--- config.mk ---
export PLATFORM = sky130hd
export DESIGN_NAME = pointer_report_rate_limiter
export DESIGN_NICKNAME = d
export VERILOG_FILES = /design/src/rtl/prl_pkg.sv /design/src/rtl/pointer_report_rate_limiter.sv
export SDC_FILE = /design/constraint.sdc
export NUM_CORES = 1
export LEC_CHECK = 0
export BUFFER_PORTS_ARGS = -buffer_cell sky130_fd_sc_hd__buf_2
export CORE_MARGIN = 10
export CORE_UTILIZATION = 30
export DETAILED_ROUTE_END_ITERATION = 8
export GPL_TIMING_DRIVEN = 0
export PLACE_DENSITY = 0.52
export SETUP_SLACK_MARGIN = 0.02
export SYNTH_ARGS = -nofsm -noshare
export SYNTH_HDL_FRONTEND = slang
export SYNTH_SLANG_ARGS = --single-unit
--- constraint.sdc ---
create_clock -name clk -period 16.7 [get_ports clk]
set_clock_uncertainty 0.15 [all_clocks]
set_input_delay 1.67 -clock clk [delete_from_list [all_inputs] [get_ports clk]]
set_output_delay 1.67 -clock clk [all_outputs]
set_load 0.03 [all_outputs]
--- src/rtl/prl_pkg.sv ---
`default_nettype none
// ----------------------------------------------------------------------------
// prl_pkg
// shared constants for the pointer report rate limiter: sizes, register
// indexes and register reset values
// ----------------------------------------------------------------------------
package prl_pkg;

    localparam int CHANNELS  = 4;
    localparam int TIME_BITS = 40;
    localparam int CODE_REGS = 4;

    localparam int KIND_W  = 8;
    localparam int CODE_W  = 16;
    localparam int VALUE_W = 32;
    localparam int SUM_W   = 16;
    localparam int DELAY_W = 8;
    localparam int COUNT_W = 3;
    localparam int GAP_SHIFT = 2;

    localparam int CFG_IDX_W  = 3;
    localparam int CFG_DATA_W = 16;

    localparam logic [CFG_IDX_W-1:0] REG_DELAY      = 3'd0;
    localparam logic [CFG_IDX_W-1:0] REG_MATCH_KIND = 3'd1;
    localparam logic [CFG_IDX_W-1:0] REG_CODE_COUNT = 3'd2;
    localparam logic [CFG_IDX_W-1:0] REG_CODE_SLOT0 = 3'd3;
    localparam logic [CFG_IDX_W-1:0] REG_CODE_SLOT1 = 3'd4;
    localparam logic [CFG_IDX_W-1:0] REG_CODE_SLOT2 = 3'd5;
    localparam logic [CFG_IDX_W-1:0] REG_CODE_SLOT3 = 3'd6;
    localparam logic [CFG_IDX_W-1:0] REG_LIMITER_ON = 3'd7;

    localparam logic [DELAY_W-1:0] DELAY_RESET      = 8'd8;
    localparam logic [KIND_W-1:0]  MATCH_KIND_RESET = 8'd2;
    localparam logic [COUNT_W-1:0] CODE_COUNT_RESET = 3'd0;

endpackage
`default_nettype wire

--- src/rtl/pointer_report_rate_limiter.sv ---
`default_nettype none
// pipeline: 2 register stages; an accepted item waits in the input register and moves on
//   into the result register once that is free or being emptied, and leaves from there
// throughput: one item per cycle while the receiver takes results; the per-channel state
//   is read combinationally from the input register and updated as the item moves on
// reset: asynchronous, active low; configuration registers take their default values, all channel
//   sums, sync flags and report stamps clear to zero
// ----------------------------------------------------------------------------
// pointer_report_rate_limiter
// per-code rate limiter for relative pointer events with pending value merge
// ----------------------------------------------------------------------------
module pointer_report_rate_limiter #(
    parameter int CHANNELS  = prl_pkg::CHANNELS,
    parameter int TIME_BITS = prl_pkg::TIME_BITS,
    localparam int IN_BITS  = prl_pkg::KIND_W + prl_pkg::CODE_W + prl_pkg::VALUE_W
                              + TIME_BITS,
    localparam int IN_W     = ((IN_BITS + 7) / 8) * 8
) (
    input  wire logic                             clk,
    input  wire logic                             rst_n,

    input  wire logic                             cfg_we,
    input  wire logic [prl_pkg::CFG_IDX_W-1:0]    cfg_index,
    input  wire logic [prl_pkg::CFG_DATA_W-1:0]   cfg_data,

    input  wire logic                             s_tvalid,
    output logic                                  s_tready,
    // event_kind, event_code, event_value, now_ms, zero fill
    input  wire logic [IN_W-1:0]                  s_tdata,
    // event_sync
    input  wire logic                             s_tlast,

    output logic                                  m_tvalid,
    input  wire logic                             m_tready,
    // out_value
    output logic [prl_pkg::VALUE_W-1:0]           m_tdata,
    // out_sync
    output logic                                  m_tlast,
    // forward
    output logic                                  m_tuser
);

    localparam int KIND_LO  = 0;
    localparam int CODE_LO  = KIND_LO + prl_pkg::KIND_W;
    localparam int VALUE_LO = CODE_LO + prl_pkg::CODE_W;
    localparam int TIME_LO  = VALUE_LO + prl_pkg::VALUE_W;
    localparam int ACC_W    = prl_pkg::VALUE_W + 2;

    // configuration registers
    logic [prl_pkg::DELAY_W-1:0]  delay_reg;
    logic [prl_pkg::KIND_W-1:0]   match_kind_reg;
    logic [prl_pkg::COUNT_W-1:0]  code_count_reg;
    logic [prl_pkg::CODE_W-1:0]   code_slot_reg [prl_pkg::CODE_REGS];
    logic                         limiter_on_reg;

    // channel state
    logic signed [prl_pkg::SUM_W-1:0] sum_reg  [CHANNELS];
    logic                             sync_reg [CHANNELS];
    logic [TIME_BITS-1:0]             last_reg [CHANNELS];

    // input register
    logic                             in_valid_reg;
    logic [prl_pkg::KIND_W-1:0]       in_kind_reg;
    logic [prl_pkg::CODE_W-1:0]       in_code_reg;
    logic signed [prl_pkg::VALUE_W-1:0] in_value_reg;
    logic                             in_sync_reg;
    logic [TIME_BITS-1:0]             in_now_reg;

    // result register
    logic                             out_valid_reg;
    logic [prl_pkg::VALUE_W-1:0]      out_value_reg;
    logic                             out_sync_reg;
    logic                             out_fwd_reg;

    logic                             advance;
    logic                             kind_ok;
    logic [CHANNELS-1:0]              hit;
    logic [CHANNELS-1:0]              sel;
    logic                             found;
    logic                             limited;
    logic signed [prl_pkg::SUM_W-1:0] sel_sum;
    logic                             sel_sync;
    logic [TIME_BITS-1:0]             sel_last;
    logic [TIME_BITS-1:0]             elapsed;
    logic                             expired;
    logic                             inside_win;
    logic                             suppress;
    logic signed [prl_pkg::SUM_W-1:0] base_sum;
    logic                             base_sync;
    logic signed [ACC_W-1:0]          acc;
    logic signed [prl_pkg::SUM_W-1:0] sum_next;
    logic [prl_pkg::VALUE_W-1:0]      merged;
    logic [prl_pkg::VALUE_W-1:0]      out_value_next;
    logic                             out_sync_next;
    logic                             out_fwd_next;
    logic                             clear_all;

    localparam logic signed [ACC_W-1:0] S16_MAX = ACC_W'(32767);
    localparam logic signed [ACC_W-1:0] S16_MIN = -ACC_W'(32768);
    localparam logic signed [ACC_W-1:0] S32_MAX = ACC_W'(64'sd2147483647);
    localparam logic signed [ACC_W-1:0] S32_MIN = -ACC_W'(64'sd2147483648);

    assign advance  = in_valid_reg && (!out_valid_reg || m_tready);
    assign s_tready = !in_valid_reg || advance;
    assign kind_ok  = limiter_on_reg && (in_kind_reg == match_kind_reg);
    assign clear_all = cfg_we && (cfg_index == prl_pkg::REG_LIMITER_ON) && !cfg_data[0];

    // code compare per channel
    for (genvar i = 0; i < CHANNELS; i++) begin : g_hit
        if (i < prl_pkg::CODE_REGS) begin : g_slot
            assign hit[i] = kind_ok && (32'(code_count_reg) > i)
                            && (code_slot_reg[i] == in_code_reg);
        end else begin : g_none
            assign hit[i] = 1'b0;
        end
    end

    // lowest matching slot wins
    always_comb
    begin
        found = 1'b0;
        for (int i = 0; i < CHANNELS; i++)
        begin
            sel[i] = hit[i] && !found;
            found  = found || hit[i];
        end
    end

    always_comb
    begin
        sel_sum  = '0;
        sel_sync = 1'b0;
        sel_last = '0;
        for (int i = 0; i < CHANNELS; i++)
        begin
            if (sel[i])
            begin
                sel_sum  = sel_sum | sum_reg[i];
                sel_sync = sel_sync | sync_reg[i];
                sel_last = sel_last | last_reg[i];
            end
        end
    end

    assign limited    = |sel;
    assign elapsed    = in_now_reg - sel_last;
    assign expired    = elapsed >= TIME_BITS'({delay_reg, {prl_pkg::GAP_SHIFT{1'b0}}});
    assign inside_win = elapsed < TIME_BITS'(delay_reg);
    assign suppress   = limited && inside_win;
    assign base_sum   = expired ? '0 : sel_sum;
    assign base_sync  = expired ? 1'b0 : sel_sync;
    assign acc        = ACC_W'(in_value_reg) + ACC_W'(base_sum);

    always_comb
    begin
        if (acc > S16_MAX)
            sum_next = prl_pkg::SUM_W'(S16_MAX);
        else if (acc < S16_MIN)
            sum_next = prl_pkg::SUM_W'(S16_MIN);
        else
            sum_next = acc[prl_pkg::SUM_W-1:0];

        if (acc > S32_MAX)
            merged = prl_pkg::VALUE_W'(S32_MAX);
        else if (acc < S32_MIN)
            merged = prl_pkg::VALUE_W'(S32_MIN);
        else
            merged = acc[prl_pkg::VALUE_W-1:0];
    end

    always_comb
    begin
        if (suppress)
        begin
            out_fwd_next   = 1'b0;
            out_value_next = '0;
            out_sync_next  = 1'b0;
        end
        else if (limited)
        begin
            out_fwd_next   = 1'b1;
            out_value_next = merged;
            out_sync_next  = in_sync_reg || base_sync;
        end
        else
        begin
            out_fwd_next   = 1'b1;
            out_value_next = in_value_reg;
            out_sync_next  = in_sync_reg;
        end
    end

    // configuration
    always_ff @(posedge clk or negedge rst_n)
    begin
        if (!rst_n)
        begin
            delay_reg      <= prl_pkg::DELAY_RESET;
            match_kind_reg <= prl_pkg::MATCH_KIND_RESET;
            code_count_reg <= prl_pkg::CODE_COUNT_RESET;
            for (int i = 0; i < prl_pkg::CODE_REGS; i++)
                code_slot_reg[i] <= '0;
            limiter_on_reg <= 1'b1;
        end
        else if (cfg_we)
        begin
            unique case (cfg_index)
                prl_pkg::REG_DELAY:      delay_reg      <= cfg_data[prl_pkg::DELAY_W-1:0];
                prl_pkg::REG_MATCH_KIND: match_kind_reg <= cfg_data[prl_pkg::KIND_W-1:0];
                prl_pkg::REG_CODE_COUNT: code_count_reg <= cfg_data[prl_pkg::COUNT_W-1:0];
                prl_pkg::REG_CODE_SLOT0: code_slot_reg[0] <= cfg_data;
                prl_pkg::REG_CODE_SLOT1: code_slot_reg[1] <= cfg_data;
                prl_pkg::REG_CODE_SLOT2: code_slot_reg[2] <= cfg_data;
                prl_pkg::REG_CODE_SLOT3: code_slot_reg[3] <= cfg_data;
                prl_pkg::REG_LIMITER_ON: limiter_on_reg <= cfg_data[0];
                default: ;
            endcase
        end
    end

    // channel state update
    always_ff @(posedge clk or negedge rst_n)
    begin
        if (!rst_n)
        begin
            for (int i = 0; i < CHANNELS; i++)
            begin
                sum_reg[i]  <= '0;
                sync_reg[i] <= 1'b0;
                last_reg[i] <= '0;
            end
        end
        else if (clear_all)
        begin
            for (int i = 0; i < CHANNELS; i++)
            begin
                sum_reg[i]  <= '0;
                sync_reg[i] <= 1'b0;
            end
        end
        else if (advance)
        begin
            for (int i = 0; i < CHANNELS; i++)
            begin
                if (sel[i])
                begin
                    if (inside_win)
                    begin
                        sum_reg[i]  <= sum_next;
                        sync_reg[i] <= base_sync || in_sync_reg;
                    end
                    else
                    begin
                        sum_reg[i]  <= '0;
                        sync_reg[i] <= 1'b0;
                        last_reg[i] <= in_now_reg;
                    end
                end
            end
        end
    end

    // input register
    always_ff @(posedge clk or negedge rst_n)
    begin
        if (!rst_n)
            in_valid_reg <= 1'b0;
        else if (s_tready)
            in_valid_reg <= s_tvalid;
    end

    always_ff @(posedge clk)
    begin
        if (s_tvalid && s_tready)
        begin
            in_kind_reg  <= s_tdata[KIND_LO +: prl_pkg::KIND_W];
            in_code_reg  <= s_tdata[CODE_LO +: prl_pkg::CODE_W];
            in_value_reg <= s_tdata[VALUE_LO +: prl_pkg::VALUE_W];
            in_now_reg   <= s_tdata[TIME_LO +: TIME_BITS];
            in_sync_reg  <= s_tlast;
        end
    end

    // result register
    always_ff @(posedge clk or negedge rst_n)
    begin
        if (!rst_n)
            out_valid_reg <= 1'b0;
        else if (advance)
            out_valid_reg <= 1'b1;
        else if (m_tready)
            out_valid_reg <= 1'b0;
    end

    always_ff @(posedge clk)
    begin
        if (advance)
        begin
            out_value_reg <= out_value_next;
            out_sync_reg  <= out_sync_next;
            out_fwd_reg   <= out_fwd_next;
        end
    end

    assign m_tvalid = out_valid_reg;
    assign m_tdata  = out_value_reg;
    assign m_tlast  = out_sync_reg;
    assign m_tuser  = out_fwd_reg;

`ifndef SYNTHESIS
    a_suppressed_zero: assert property (@(posedge clk) disable iff (!rst_n)
        m_tvalid && !m_tuser |-> (m_tdata == '0) && !m_tlast)
        else $error("suppressed item carries nonzero value or sync");

    a_bypass_forwards: assert property (@(posedge clk) disable iff (!rst_n)
        advance && !limiter_on_reg |=> m_tvalid && m_tuser)
        else $error("item suppressed while limiter is off");

    a_one_channel: assert property (@(posedge clk) disable iff (!rst_n)
        in_valid_reg |-> $onehot0(sel))
        else $error("more than one channel selected");
`endif

endmodule
`default_nettype wire

==> results.json <==
{
  "ioPinCount": 157,
  "critPathKind": "flop to flop",
  "pwr-share-seq": 0.465,
  "regArea_um2": 11800,
  "r2r_end": "sum_reg[36]",
  "die_w_um": 304,
  "synthFlopType": "dfrtp_1",
  "first_pass_iters": 5,
  "drc": 0,
  "p_switching_mw": 0.797,
  "grt_max_degree": 114,
  "largest_reg_flops": 160,
  "slowest_stage": "nor2_2",
  "synth_nets": 2377,
  "period_needed_ns": 13.45,
  "drive_gt1_frac": 0.189,
  "place_hpwl_mm": 52.7,
  "rows": 103,
  "drtAntennaViolNets": 0,
  "hp-start": "sum_reg[48]",
  "syn_to_final_growth_pct": 16.5,
  "clk_pin_slew_worst_paths_ns": 0.06,
  "ctsResizeCount": 0,
  "ir_drop_uv": 78.1,
  "fillerInstances": 8051,
  "grt_usage": 0.151,
  "cp_common_cell": "clkbuf_1",
  "yosysWarningCount": 0,
  "cts_max_level": 2,
  "p_leak_nw": 11.5,
  "regToRegStartpoint": "in_code_reg[15]",
  "min_path_cells": 2,
  "power_frac_clock": 0.390,
  "switching_share": 0.266,
  "via_per_inst": 5.14,
  "cts.hold.buffers_added": 0,
  "regToRegSetupSlack_ns": 3.25,
  "rsz0062_at_grt": "no",
  "synth-edff-count": 131,
  "worstPathArrival_ns": 13.83,
  "power.density_nw_per_um2": 107,
  "place_ws_ns": 3.22,
  "die_y_um": 304,
  "drt-total-wl_mm": 70.8,
  "critPathMaxFanout": 17,
  "whs_endpoint": "sum_reg[48]",
  "yosys_register_bits": 445,
  "setup_violations": 0,
  "min_path_type": "flop to flop",
  "yosys.area.top_type": "dfrtp_1",
  "synth_top_area_frac": 0.323,
  "postCtsSetupBuffers": 0,
  "cts.sinks": 445,
  "worstMarginPinSlew_ns": 1.25,
  "clk_latency_ns": 0.62,
  "vias": 17800,
  "finalHoldViolations": 0,
  "async_reset_ff_frac": 0.706,
  "avgSynthCellArea_um2": 11.1,
  "initial_utilization": 0.304,
  "grt_pass1_wl_mm": 110,
  "end_kind": "flop",
  "period_share": 0.805,
  "finalNetCount": 2589,
  "portBuffers": 152,
  "place_inst": 3373,
  "yosysUniqueCellTypes": 88,
  "report.final.slew_viol_count": 0,
  "p_int_mw": 2.20,
  "diodes": 0,
  "place_area_um2": 26300,
  "synth_area_leaders": "dfrtp_1 (32%), edfxtp_1 (16%), mux2_4 (5.0%)",
  "fin_area_um2": 28100,
  "numCtsBuffers": 53,
  "yosysMostFrequentCell": "dfrtp_1",
  "root_buffer": "clkbuf_16",
  "multi_input_area_um2": 11700,
  "cap_violations": 0,
  "cts_tree": "built",
  "synth_area_um2": 24100,
  "gp_routability_congestion": 0.875,
  "seq_area_frac_synth": 0.489,
  "syn_inst": 2166,
  "cpPeakStageDelay_ns": 0.79,
  "combinationalPowerShare": 0.145,
  "dieArea_um2": 92200,
  "grt.overflow.total": 0,
  "postLayoutCoreUtil": 0.354,
  "fin_cells": 3473,
  "status": "complete, no violations",
  "core_um2": 79400,
  "fmax_ghz": 0.0743,
  "worst_setup_path_start_kind": "flop",
  "antenna_found_initial": 1,
  "synth_common_cells": "dfrtp_1 (311), nand2_1 (176), a21oi_1 (169)",
  "layout_setup_ws_ns": 3.25,
  "initialDrtViolationCount": 1320,
  "slew_headroom": 0.157,
  "worstRegToRegCells": 36,
  "cp.required_ns": 17.08,
  "tns_ns": 0,
  "wl_per_cell_um": 20.4,
  "cts.path.max_buffers": 3,
  "grt_pass1_vias": 18800
}
power by group through the flow:
stage	sequential, mW	combinational (mW)	clock (mW)
2_1_floorplan	1.39	0.305	0
3_3_place_gp	1.41	0.421	0
3_5_place_dp	1.41	0.438	0
4_1_cts	1.39	0.441	1.20
5_1_grt	1.41	0.482	1.25
6_report	1.39	0.435	1.17
worst max-delay path: cells and delay by family, from the launching register on:
family                   cells  cell delay [ns]
buffers and inverters        7             2.63
adder cells (fa/ha/maj)      2             0.72
AO/OA/AOI/OAI               14             3.69
AND/OR/NAND/NOR             11             4.60
flip-flops                   1             0.50
XOR/XNOR                     2             1.04
metrics by stage:
step	hold slack, ns	power [mW]
after floorplan	0.299	1.70
after global placement	0.312	1.83
after detailed placement	0.321	1.85
after CTS	0.335	3.04
after global routing	0.349	3.15
final	0.333	3.00
kinds of logic (layout without fill, tap and decap cells):
| kind of cell | after synthesis | count (layout) | synth area share |
|---|---|---|---|
| compound gates | 527 | 527 | 0.141 |
| buf+inv | 153 | 410 | 0.0275 |
| simple gates | 559 | 559 | 0.114 |
| fa+ha+maj | 119 | 119 | 0.0593 |
| xor+xnor | 119 | 119 | 0.0432 |
| mux | 244 | 244 | 0.126 |
| flops | 445 | 445 | 0.489 |
layout make-up:
cell class,instances,share of cell area
sequential,445,0.420
timing repair buffer,157,0.0318
inverter,37,0.00494
multi-input combinational,1568,0.416
buffer,116,0.0187
clock buffer,78,0.0534
tap,1050,0.0468
clock inverter,22,0.00908
cells in the final DEF (no fill, tap or decap), drive strengths merged, types with 46 or more instances in the layout:
cell,n
nand2,176
o21ai,139
dfrtp,311
xor2,56
clkbuf,155
buf,196
nor2,145
ha,88
edfxtp,131
a221oi,56
mux2,240
a21o,46
a21oi,172
xnor2,63
how the worst max path moves through the flow:
stage | startpoint | endpoint | slack [ns] | cells past startpoint
global placement | in_code_reg[1] | sum_reg[4] | 2.81 | 35
finish | in_code_reg[15] | sum_reg[36] | 3.25 | 36
CTS | in_code_reg[11] | sum_reg[36] | 3.18 | 36
detailed placement | in_code_reg[1] | sum_reg[36] | 3.22 | 35
floorplan | in_code_reg[2] | sum_reg[4] | 7.11 | 37
global route | in_code_reg[11] | sum_reg[36] | 2.22 | 36
per-layer routing:
metal / global-route usage / wire [um]
met1: 0.203 / 32200
met5: 0 / 0
met4: 0.0482 / 1910
met3: 0.0244 / 3280
met2: 0.247 / 33400
No activity file was read; power rests on OpenSTA's default activity.
